<file path="config.mk">
export PLATFORM = sky130hd
export DESIGN_NAME = canonical_kmer_hash_sampler_top
export DESIGN_NICKNAME = d
export VERILOG_FILES = /design/src/hdl/ckhs_pkg.sv /design/src/hdl/canonical_kmer_hash_sampler_top.sv /design/src/hdl/ckhs_fifo.sv /design/src/hdl/ckhs_front.sv /design/src/hdl/ckhs_back.sv
export SDC_FILE = /design/constraint.sdc
export NUM_CORES = 2
export LEC_CHECK = 0
export BUFFER_PORTS_ARGS = -buffer_cell sky130_fd_sc_hd__buf_4
export CORE_ASPECT_RATIO = 0.7
export CORE_UTILIZATION = 49
export CTS_BUF_LIST = sky130_fd_sc_hd__clkbuf_16
export CTS_CLUSTER_SIZE = 28
export DETAILED_ROUTE_END_ITERATION = 10
export PLACE_DENSITY = 0.66
export SLEW_MARGIN = 20
export SYNTH_ARGS = -nofsm -noshare
export SYNTH_HDL_FRONTEND = slang
export SYNTH_HIERARCHICAL = 1
export SYNTH_SLANG_ARGS = --single-unit
</file>
<file path="constraint.sdc">
create_clock -name i_clk -period 12.6 [get_ports i_clk]
set_input_delay 1.26 -clock i_clk [delete_from_list [all_inputs] [get_ports i_clk]]
set_output_delay 1.26 -clock i_clk [all_outputs]
set_load 0.02 [all_outputs]
</file>
<file path="src/hdl/ckhs_pkg.sv">
// ----------------------------------------------------------------------------
// ckhs_pkg
// shared types, widths, defaults and the base decoder of the k-mer sampler
// ----------------------------------------------------------------------------
package ckhs_pkg;

    // parameter defaults
    localparam int MAX_KMER_LEN_DEF       = 31;
    localparam int MAX_PARTITION_BITS_DEF = 16;

    // register and field widths
    localparam int KLEN_W     = 5;
    localparam int WSTEP_W    = 11;
    localparam int PBITS_W    = 5;
    localparam int CFG_IDX_W  = 2;
    localparam int CFG_DATA_W = 11;
    localparam int RUN_W      = 5;
    localparam int PHASE_W    = 10;
    localparam int PART_W     = 16;
    localparam int KEY_W      = 62;

    localparam logic [RUN_W-1:0]   RUN_MAX    = 5'd31;
    localparam logic [WSTEP_W-1:0] WINDOW_MAX = 11'd1024;

    // register reset values
    localparam logic [KLEN_W-1:0]  KLEN_RST  = 5'd31;
    localparam logic [WSTEP_W-1:0] WSTEP_RST = 11'd1;
    localparam logic [PBITS_W-1:0] PBITS_RST = 5'd12;

    // queue depths
    localparam int MID_DEPTH = 4;
    localparam int OUT_DEPTH = 8;

    typedef enum logic [CFG_IDX_W-1:0] {
        CFG_KMER_LENGTH    = 2'd0,
        CFG_WINDOW_STEP    = 2'd1,
        CFG_PARTITION_BITS = 2'd2
    } t_cfg_idx;

    // clamped configuration as seen by front and back
    typedef struct packed {
        logic [KLEN_W-1:0]  kmer_len;
        logic [WSTEP_W-1:0] win_step;
        logic [PBITS_W-1:0] part_bits;
    } t_cfg;

    typedef struct packed {
        logic       valid;
        logic [1:0] code;
    } t_base;

    // back end status for checking
    typedef struct packed {
        logic out_push;
        logic out_full;
    } t_back_stat;

    function automatic t_base decode_base(input logic [7:0] ch);
        t_base b;
        b.valid = 1'b1;
        b.code  = 2'd0;
        case (ch)
            8'd0, 8'd1, 8'd2, 8'd3: b.code = ch[1:0];
            "A", "a":               b.code = 2'd0;
            "C", "c":               b.code = 2'd1;
            "G", "g":               b.code = 2'd2;
            "T", "t", "U", "u":     b.code = 2'd3;
            default:                b.valid = 1'b0;
        endcase
        return b;
    endfunction

endpackage

</file>
<file path="src/hdl/canonical_kmer_hash_sampler_top.sv">
// ----------------------------------------------------------------------------
// canonical_kmer_hash_sampler_top
// canonical k-mer extraction with masked invertible 2k-bit hash and partition
// ----------------------------------------------------------------------------
//
// channel   direction  handshake                   payload
// --------  ---------  --------------------------  ---------------------------------
// input     in         i_push / o_full             i_base_char, i_sequence_start
// result    out        o_empty / i_pop             o_partition_index, o_bucket_key
// config    in         i_cfg_valid / o_cfg_ready   i_cfg_index, i_cfg_data
//
// one base per cycle while o_full is low; the strand shift registers update in the cycle
// a request is accepted, so the front takes a base every cycle that the middle queue has room
// a sampled k-mer reaches the result ports through the middle queue, four hash stages,
// then the result queue
// reset is synchronous: strand state, run, phase and both queues clear,
// registers return to k=31, w=1, p=12
// o_full rises when the 4-entry middle queue is full; the hash pipeline issues
// only while results queued plus in flight stay below 8, so a stalled consumer
// backs up into the middle queue and then the input
//
module canonical_kmer_hash_sampler_top #(
    parameter int MAX_KMER_LEN       = ckhs_pkg::MAX_KMER_LEN_DEF,
    parameter int MAX_PARTITION_BITS = ckhs_pkg::MAX_PARTITION_BITS_DEF
) (
    input  logic                             i_clk,
    input  logic                             i_rst_n,
    // input queue side
    input  logic                             i_push,
    output logic                             o_full,
    input  logic [7:0]                       i_base_char,
    input  logic                             i_sequence_start,
    // result queue side
    output logic                             o_empty,
    input  logic                             i_pop,
    output logic [ckhs_pkg::PART_W-1:0]      o_partition_index,
    output logic [ckhs_pkg::KEY_W-1:0]       o_bucket_key,
    // register writes
    input  logic                             i_cfg_valid,
    output logic                             o_cfg_ready,
    input  logic [ckhs_pkg::CFG_IDX_W-1:0]   i_cfg_index,
    input  logic [ckhs_pkg::CFG_DATA_W-1:0]  i_cfg_data
);
    localparam int KW = 2 * MAX_KMER_LEN;

    // configuration registers, raw as written
    logic [ckhs_pkg::KLEN_W-1:0]  r_kmer_length;
    logic [ckhs_pkg::WSTEP_W-1:0] r_window_step;
    logic [ckhs_pkg::PBITS_W-1:0] r_partition_bits;

    ckhs_pkg::t_cfg       cfg;
    ckhs_pkg::t_back_stat w_back_stat;
    ckhs_pkg::t_base      w_in_base;

    logic          w_accept;
    logic          w_mid_push;
    logic [KW-1:0] w_canon;
    logic          w_mid_full;
    logic          w_mid_empty;
    logic          w_mid_pop;
    logic [KW-1:0] w_mid_data;
    logic [$clog2(ckhs_pkg::MID_DEPTH):0] w_mid_count;

    // register writes are always taken
    assign o_cfg_ready = 1'b1;

    always_ff @(posedge i_clk) begin
        if (!i_rst_n) begin
            r_kmer_length    <= ckhs_pkg::KLEN_RST;
            r_window_step    <= ckhs_pkg::WSTEP_RST;
            r_partition_bits <= ckhs_pkg::PBITS_RST;
        end else if (i_cfg_valid && o_cfg_ready) begin
            case (i_cfg_index)
                ckhs_pkg::CFG_KMER_LENGTH:
                    r_kmer_length <= i_cfg_data[ckhs_pkg::KLEN_W-1:0];
                ckhs_pkg::CFG_WINDOW_STEP:
                    r_window_step <= i_cfg_data[ckhs_pkg::WSTEP_W-1:0];
                ckhs_pkg::CFG_PARTITION_BITS:
                    r_partition_bits <= i_cfg_data[ckhs_pkg::PBITS_W-1:0];
                default: ;
            endcase
        end
    end

    // out-of-range settings clamp: zero acts as one, large values saturate
    always_comb begin
        cfg.kmer_len = r_kmer_length;
        if (r_kmer_length == '0)
            cfg.kmer_len = ckhs_pkg::KLEN_W'(1);
        else if (r_kmer_length > ckhs_pkg::KLEN_W'(MAX_KMER_LEN))
            cfg.kmer_len = ckhs_pkg::KLEN_W'(MAX_KMER_LEN);

        cfg.win_step = r_window_step;
        if (r_window_step == '0)
            cfg.win_step = ckhs_pkg::WSTEP_W'(1);
        else if (r_window_step > ckhs_pkg::WINDOW_MAX)
            cfg.win_step = ckhs_pkg::WINDOW_MAX;

        cfg.part_bits = r_partition_bits;
        if (r_partition_bits == '0)
            cfg.part_bits = ckhs_pkg::PBITS_W'(1);
        else if (r_partition_bits > ckhs_pkg::PBITS_W'(MAX_PARTITION_BITS))
            cfg.part_bits = ckhs_pkg::PBITS_W'(MAX_PARTITION_BITS);
    end

    assign o_full    = w_mid_full;
    assign w_accept  = i_push && !w_mid_full;
    assign w_in_base = ckhs_pkg::decode_base(i_base_char);

    // front: shift registers and sampling decision
    ckhs_front #(
        .MAX_KMER_LEN (MAX_KMER_LEN)
    ) u_front (
        .i_clk            (i_clk),
        .i_rst_n          (i_rst_n),
        .i_cfg            (cfg),
        .i_accept         (w_accept),
        .i_base_char      (i_base_char),
        .i_sequence_start (i_sequence_start),
        .o_emit           (w_mid_push),
        .o_canon          (w_canon)
    );

    // middle queue of canonical k-mers waiting for the hash
    ckhs_fifo #(
        .W     (KW),
        .DEPTH (ckhs_pkg::MID_DEPTH)
    ) u_mid_q (
        .i_clk   (i_clk),
        .i_rst_n (i_rst_n),
        .i_push  (w_mid_push),
        .i_data  (w_canon),
        .o_full  (w_mid_full),
        .i_pop   (w_mid_pop),
        .o_empty (w_mid_empty),
        .o_data  (w_mid_data),
        .o_count (w_mid_count)
    );

    // back: hash pipeline and result queue
    ckhs_back #(
        .MAX_KMER_LEN (MAX_KMER_LEN)
    ) u_back (
        .i_clk             (i_clk),
        .i_rst_n           (i_rst_n),
        .i_cfg             (cfg),
        .i_mid_empty       (w_mid_empty),
        .i_mid_data        (w_mid_data),
        .o_mid_pop         (w_mid_pop),
        .o_empty           (o_empty),
        .i_pop             (i_pop),
        .o_partition_index (o_partition_index),
        .o_bucket_key      (o_bucket_key),
        .o_stat            (w_back_stat)
    );

    // both queues come out of reset empty: the result queue empty, the middle queue not full
    a_reset_empty: assert property (@(posedge i_clk)
        !i_rst_n |=> (o_empty && !o_full))
        else $error("queues not empty after reset");

    // a non-nucleotide character never produces a k-mer
    a_invalid_no_emit: assert property (@(posedge i_clk) disable iff (!i_rst_n)
        (w_accept && !w_in_base.valid) |-> !w_mid_push)
        else $error("k-mer queued for an invalid character");

    // issue credit keeps the result queue from overflowing
    a_out_no_overflow: assert property (@(posedge i_clk) disable iff (!i_rst_n)
        w_back_stat.out_push |-> !w_back_stat.out_full)
        else $error("hash result pushed into a full result queue");

    // middle queue count equals its depth whenever it reports full
    a_mid_count: assert property (@(posedge i_clk) disable iff (!i_rst_n)
        w_mid_full |-> (w_mid_count == ($clog2(ckhs_pkg::MID_DEPTH)+1)'(ckhs_pkg::MID_DEPTH)))
        else $error("middle queue count inconsistent with full");

endmodule

</file>
<file path="src/hdl/ckhs_fifo.sv">
// ----------------------------------------------------------------------------
// ckhs_fifo
// small register queue with push/full and pop/empty, head shown while not empty
// ----------------------------------------------------------------------------
module ckhs_fifo #(
    parameter int W     = 8,
    parameter int DEPTH = 4
) (
    input  logic                       i_clk,
    input  logic                       i_rst_n,
    input  logic                       i_push,
    input  logic [W-1:0]               i_data,
    output logic                       o_full,
    input  logic                       i_pop,
    output logic                       o_empty,
    output logic [W-1:0]               o_data,
    output logic [$clog2(DEPTH):0]     o_count
);
    localparam int AW = $clog2(DEPTH);

    logic [W-1:0] r_mem [DEPTH];
    logic [AW:0]  r_wp;
    logic [AW:0]  r_rp;
    logic         wr_en;
    logic         rd_en;

    assign o_count = r_wp - r_rp;
    assign o_full  = (o_count == (AW+1)'(DEPTH));
    assign o_empty = (r_wp == r_rp);
    assign wr_en   = i_push && !o_full;
    assign rd_en   = i_pop && !o_empty;
    assign o_data  = r_mem[r_rp[AW-1:0]];

    always_ff @(posedge i_clk) begin
        if (!i_rst_n) begin
            r_wp <= '0;
            r_rp <= '0;
        end else begin
            if (wr_en) r_wp <= r_wp + 1'b1;
            if (rd_en) r_rp <= r_rp + 1'b1;
        end
    end

    always_ff @(posedge i_clk) begin
        if (wr_en) begin
            r_mem[r_wp[AW-1:0]] <= i_data;
        end
    end

endmodule

</file>
<file path="src/hdl/ckhs_front.sv">
// ----------------------------------------------------------------------------
// ckhs_front
// base decode, strand shift registers, run length and window phase
// ----------------------------------------------------------------------------
module ckhs_front #(
    parameter int MAX_KMER_LEN = ckhs_pkg::MAX_KMER_LEN_DEF
) (
    input  logic                      i_clk,
    input  logic                      i_rst_n,
    input  ckhs_pkg::t_cfg            i_cfg,
    input  logic                      i_accept,
    input  logic [7:0]                i_base_char,
    input  logic                      i_sequence_start,
    output logic                      o_emit,
    output logic [2*MAX_KMER_LEN-1:0] o_canon
);
    localparam int KW = 2 * MAX_KMER_LEN;

    logic [KW-1:0]                    r_fwd, n_fwd;
    logic [KW-1:0]                    r_rev, n_rev;
    logic [ckhs_pkg::RUN_W-1:0]       r_run, n_run;
    logic [ckhs_pkg::PHASE_W-1:0]     r_phase, n_phase;

    logic [KW-1:0]                    mask;
    logic [KW-1:0]                    fwd0, rev0;
    logic [ckhs_pkg::RUN_W-1:0]       run0;
    logic [ckhs_pkg::PHASE_W-1:0]     phase0;
    logic [ckhs_pkg::WSTEP_W-1:0]     phase_inc;
    logic [ckhs_pkg::KLEN_W-1:0]      k_m1;
    ckhs_pkg::t_base                  base;
    logic                             emit;

    assign mask = {KW{1'b1}} >> (7'(KW) - {1'b0, i_cfg.kmer_len, 1'b0});
    assign k_m1 = i_cfg.kmer_len - 1'b1;
    assign base = ckhs_pkg::decode_base(i_base_char);

    // sequence start clears the run before the character is taken
    assign fwd0   = i_sequence_start ? '0 : r_fwd;
    assign rev0   = i_sequence_start ? '0 : r_rev;
    assign run0   = i_sequence_start ? '0 : r_run;
    assign phase0 = i_sequence_start ? '0 : r_phase;
    assign phase_inc = {1'b0, phase0} + 1'b1;

    always_comb begin
        n_fwd   = r_fwd;
        n_rev   = r_rev;
        n_run   = r_run;
        n_phase = r_phase;
        emit    = 1'b0;
        if (i_accept) begin
            if (!base.valid) begin
                n_fwd   = '0;
                n_rev   = '0;
                n_run   = '0;
                n_phase = '0;
            end else begin
                n_fwd = ((fwd0 << 2) | KW'(base.code)) & mask;
                n_rev = ((rev0 >> 2) | (KW'(2'd3 - base.code) << {k_m1, 1'b0})) & mask;
                n_run = (run0 < ckhs_pkg::RUN_MAX) ? run0 + 1'b1 : run0;
                n_phase = phase0;
                if (n_run >= i_cfg.kmer_len) begin
                    emit    = (phase0 == '0);
                    n_phase = (phase_inc >= i_cfg.win_step) ? '0
                                                            : phase_inc[ckhs_pkg::PHASE_W-1:0];
                end
            end
        end
    end

    always_ff @(posedge i_clk) begin
        if (!i_rst_n) begin
            r_fwd   <= '0;
            r_rev   <= '0;
            r_run   <= '0;
            r_phase <= '0;
        end else begin
            r_fwd   <= n_fwd;
            r_rev   <= n_rev;
            r_run   <= n_run;
            r_phase <= n_phase;
        end
    end

    // canonical strand is the smaller one
    assign o_canon = (n_fwd < n_rev) ? n_fwd : n_rev;
    assign o_emit  = emit;

endmodule

</file>
<file path="src/hdl/ckhs_back.sv">
// ----------------------------------------------------------------------------
// ckhs_back
// four-stage masked integer hash, partition split and result queue
// ----------------------------------------------------------------------------
module ckhs_back #(
    parameter int MAX_KMER_LEN = ckhs_pkg::MAX_KMER_LEN_DEF
) (
    input  logic                         i_clk,
    input  logic                         i_rst_n,
    input  ckhs_pkg::t_cfg               i_cfg,
    input  logic                         i_mid_empty,
    input  logic [2*MAX_KMER_LEN-1:0]    i_mid_data,
    output logic                         o_mid_pop,
    output logic                         o_empty,
    input  logic                         i_pop,
    output logic [ckhs_pkg::PART_W-1:0]  o_partition_index,
    output logic [ckhs_pkg::KEY_W-1:0]   o_bucket_key,
    output ckhs_pkg::t_back_stat         o_stat
);
    localparam int KW     = 2 * MAX_KMER_LEN;
    localparam int XW     = (KW > ckhs_pkg::PART_W) ? KW : ckhs_pkg::PART_W;
    localparam int NSTG   = 4;
    localparam int OCW    = $clog2(ckhs_pkg::OUT_DEPTH) + 1;
    localparam int OW     = ckhs_pkg::PART_W + ckhs_pkg::KEY_W;

    function automatic logic [KW-1:0] stg1(input logic [KW-1:0] v, input logic [KW-1:0] m);
        logic [KW-1:0] a;
        a = (~v + (v << 21)) & m;
        return a ^ (a >> 24);
    endfunction

    function automatic logic [KW-1:0] stg2(input logic [KW-1:0] v, input logic [KW-1:0] m);
        logic [KW-1:0] a;
        a = (v + (v << 3) + (v << 8)) & m;
        return a ^ (a >> 14);
    endfunction

    function automatic logic [KW-1:0] stg3(input logic [KW-1:0] v, input logic [KW-1:0] m);
        logic [KW-1:0] a;
        a = (v + (v << 2) + (v << 4)) & m;
        return a ^ (a >> 28);
    endfunction

    function automatic logic [KW-1:0] stg4(input logic [KW-1:0] v, input logic [KW-1:0] m);
        return (v + (v << 31)) & m;
    endfunction

    logic [NSTG-1:0]             r_v;
    logic [KW-1:0]               r_d [NSTG];
    logic [KW-1:0]               mask;
    logic [OCW-1:0]              out_count;
    logic                        out_full;
    logic                        issue;
    logic [XW-1:0]               hash_x;
    logic [ckhs_pkg::PART_W-1:0] pmask;
    logic [ckhs_pkg::PART_W-1:0] part;
    logic [ckhs_pkg::KEY_W-1:0]  key;
    logic [OW-1:0]               out_data;

    assign mask = {KW{1'b1}} >> (7'(KW) - {1'b0, i_cfg.kmer_len, 1'b0});

    // issue only while the result queue has room for everything in flight
    assign issue = !i_mid_empty &&
                   ((OCW+1)'(out_count) + (OCW+1)'($countones(r_v))
                    < (OCW+1)'(ckhs_pkg::OUT_DEPTH));
    assign o_mid_pop = issue;

    always_ff @(posedge i_clk) begin
        if (!i_rst_n) begin
            r_v <= '0;
        end else begin
            r_v <= {r_v[NSTG-2:0], issue};
        end
    end

    always_ff @(posedge i_clk) begin
        r_d[0] <= stg1(i_mid_data, mask);
        r_d[1] <= stg2(r_d[0], mask);
        r_d[2] <= stg3(r_d[1], mask);
        r_d[3] <= stg4(r_d[2], mask);
    end

    // low p bits select the partition, the rest form the key
    assign hash_x = XW'(r_d[NSTG-1]);
    assign pmask  = ckhs_pkg::PART_W'((17'd1 << i_cfg.part_bits) - 17'd1);
    assign part   = hash_x[ckhs_pkg::PART_W-1:0] & pmask;
    assign key    = ckhs_pkg::KEY_W'(r_d[NSTG-1] >> i_cfg.part_bits);
    assign out_data = {part, key};

    logic [OW-1:0] head;

    ckhs_fifo #(
        .W     (OW),
        .DEPTH (ckhs_pkg::OUT_DEPTH)
    ) u_out_q (
        .i_clk   (i_clk),
        .i_rst_n (i_rst_n),
        .i_push  (r_v[NSTG-1]),
        .i_data  (out_data),
        .o_full  (out_full),
        .i_pop   (i_pop),
        .o_empty (o_empty),
        .o_data  (head),
        .o_count (out_count)
    );

    assign o_partition_index = head[OW-1:ckhs_pkg::KEY_W];
    assign o_bucket_key      = head[ckhs_pkg::KEY_W-1:0];

    assign o_stat.out_push = r_v[NSTG-1];
    assign o_stat.out_full = out_full;

endmodule
</file>
==> summary.txt <==
Die
  – Die Wd: around 450 um
  – I/O pin count: 108
  – Core area: between 0.1 and 0.15 mm2
  – FP Rows: roughly 110
  – Die area: 0.139 mm2
  – Initial Util: 49.6%
  – Die H: between 300 and 400 um

Global route
  – Initial antenna violation count: 6
  – First-pass GRT wire length: between 200000 and 300000 um
  – Largest net degree at the start of global routing: 111
  – GRT Total Usage: 27.5%
  – Congestion Overflow GR: 0
  – Vias in the first global route: around 43000

Clock network
  – Num CTS Buffers: 121
  – Clk Latency, worst-skew pair: slightly below 0.8 ns
  – Max clock buf depth: 3
  – CTS Hold Bufs: 0
  – Post-CTS sizing: 0
  – Clock sink count: ~1300
  – Clock transition at path regs: around 0.07 ns
  – Post-CTS setup buffers: 0
  – CTS tree: yes
  – H-tree levels: 3
  – Root Buffer: clkbuf_16

Critical path
  – Cell count along the critical path: 22
  – Data required, critical path: between 10 and 15 ns
  – FF-to-FF setup slack: 3.77 ns
  – Worst path bufs/invs: 7
  – Worst r2r src: u_mid_q/r_wp[0]
  – Worst Setup SP: u_mid_q/r_wp[0]
  – Setup CP Type: flop to flop
  – CP cell instances: inv_1, ha_1, inv_1, fa_1, xnor3_2, nand2_2, inv_1, nor2b_1, buf_4, clkinv_2, buf_4, a221oi_1, ha_1, nand4_1, nor3_1, o2111ai_1, o211ai_1, a31oi_1, nor4b_1, a21oi_4, buf_4, mux2i_1
  – CP top delay family: buffers and inverters
  – End point of the critical path: u_mid_q/r_mem[3][49]
  – Kind of end point of the critical path: flop
  – Critical Path Max Stage Delay: ~0.97 ns
  – CP max-delay cell: mux2i_1
  – Crit-path max FO: 64
  – Reg2reg path depth: 22
  – RR Endpoint: u_mid_q/r_mem[3][49]
  – CP Data Arrival Time: between 9 and 10 ns
  – Type of origin of the critical path: flop

Logic synthesis
  – Mapped Cells: roughly 5400
  – Syn Nets: roughly 5800
  – Syn_area_per_cell: 12.5 um2
  – Yosys warns: 6
  – Post-Syn Area: approximately 0.068 mm2

Timing
  – Setup TNS: 0 ns
  – Worst-Margin Slew: 1.19 ns
  – PnR worst setup slack: between 3 and 4 ns
  – RSZ-0062 raised after global routing: no
  – Layout Skew: ~0.065 ns
  – Period minus WS final: about 8.8 ns
  – # setup viols final: 0
  – Relative max-transition margin: 20.4%
  – Period utilization: between 70% and 80%
  – Fin. Hold Viols: 0
  – Slew Viols, Final: 0
  – Fmax: between 100 and 150 MHz

Pwr
  – Leak Pwr: 27.8 nW
  – Peak supply drop: 0.000316 V
  – Power Density: roughly 240 mW/mm2

Routing
  – Via count: between 40000 and 50000
  – Drt first pass iters: 7
  – First-iteration detailed-routing DRC count: ~5900
  – Wire per inst: approximately 26 um
  – Routed vias/inst: 6.18
  – DRT Wirelength: ~190000 um
  – Antenna Nets Post-Route: 0
  – # DRC: 0

Place
  – Post-place setup slack: between 4 and 5 ns
  – Final GP Congestion: between 0.9 and 1
  – Port buffer count: around 110
  – Placed wire-length estimate: 138000 um

Run status
  – Status: finished, final reports clean

Finish
  – Area grow syn2layout: 10.3%
  – NumNets Final: ~5800
  – Share of layout cells above drive strength 1: 15.1%

Worst hold path
  – Startpoint of the worst hold path: u_back/r_d[2][5]
  – Hold Crit Class: flop to flop

Job
  – MaxCap Viol Count: 0
## cell usage in the layout, fill, tap and decap left out, drive strengths merged, types with 37 or more instances in the layout
master and count:
a22oi 83, mux2i 165, ha 293, nand3 56
edfxtp 872, clkinv 62, a21oi 281, a31oi 43
nand2 370, nor2b 193, dfxtp 431, nor3 55
xnor2 162, mux4 263, buf 164, nand2b 39
nand4 59, nor2 376, mux2 96, o21bai 37
a21o 118, xor2 145, clkbuf 122, and2 91
inv 224, o21ai 165, fa 117
## how the worst min path moves through the flow
| stage | endpoint | cells past startpoint | slack, ns |
|---|---|---|---|
| after floorplan | u_back/r_v[2] | 1 | 0.43 |
| after global placement | u_back/r_v[2] | 1 | 0.44 |
| after detailed placement | u_back/r_v[2] | 1 | 0.46 |
| after CTS | u_back/r_d[3][5] | 1 | 0.45 |
| after global routing | u_back/r_d[3][29] | 1 | 0.47 |
| final | u_back/r_d[3][5] | 1 | 0.46 |
## layer usage
| metal | vias to the layer above | global-route usage, % | wire length (um) |
|---|---|---|---|
| met2 | 2366 | 35.2 | 73700 |
| met4 | 0 | 4.94 | 2890 |
| met3 | 199 | 8.89 | 25700 |
| li1 | 20100 | - | - |
| met1 | 22800 | 44.5 | 89600 |
| met5 | - | 0 | 0 |
## layout make-up
type | instances | area (um2)
fillers | 11300 | 61700
flip-flops and latches | 1303 | 34800
multi-input cells | 3619 | 31000
clock buffers | 122 | 3050
well taps | 1840 | 2300
repair buffers | 164 | 1260
clock inverters | 110 | 1180
inverters | 201 | 756
diodes | 6 | 15.0
## registers in the layout (all words and copies together) (netlist names), named ones only
| name | cells |
|---|---|
| r_kmer_length | 5 |
| r_partition_bits | 5 |
| r_window_step | 11 |
| u_back/r_d | 248 |
| u_back/r_v | 4 |
| u_back/u_out_q/r_mem | 624 |
| u_back/u_out_q/r_rp | 4 |
| u_back/u_out_q/r_wp | 4 |
| u_front/r_fwd | 62 |
| u_front/r_phase | 10 |
| u_front/r_rev | 62 |
| u_front/r_run | 5 |
| u_mid_q/r_mem | 248 |
| u_mid_q/r_rp | 3 |
| u_mid_q/r_wp | 3 |
## report_power, final
part | switching [mW] | internal [mW]
registers | 0.351 | 5.26
clock network | 1.71 | 2.18
logic | 5.26 | 2.93
## stage by stage
stage | cells | hold slack, ns | util (%) | cell area [um2] | power (mW)
after global routing | 7362 | 0.471 | 54.7 | 74500 | 18.6
after floorplan | 5382 | 0.434 | - | 67500 | 11.1
after detailed placement | 7127 | 0.460 | 51.6 | 70200 | 13.5
final | 7365 | 0.462 | 54.7 | 74500 | 17.7
after global placement | 7126 | 0.442 | 51.5 | 70200 | 13.5
after CTS | 7359 | 0.449 | 54.7 | 74400 | 17.4
(Power assumes the default switching activity.)
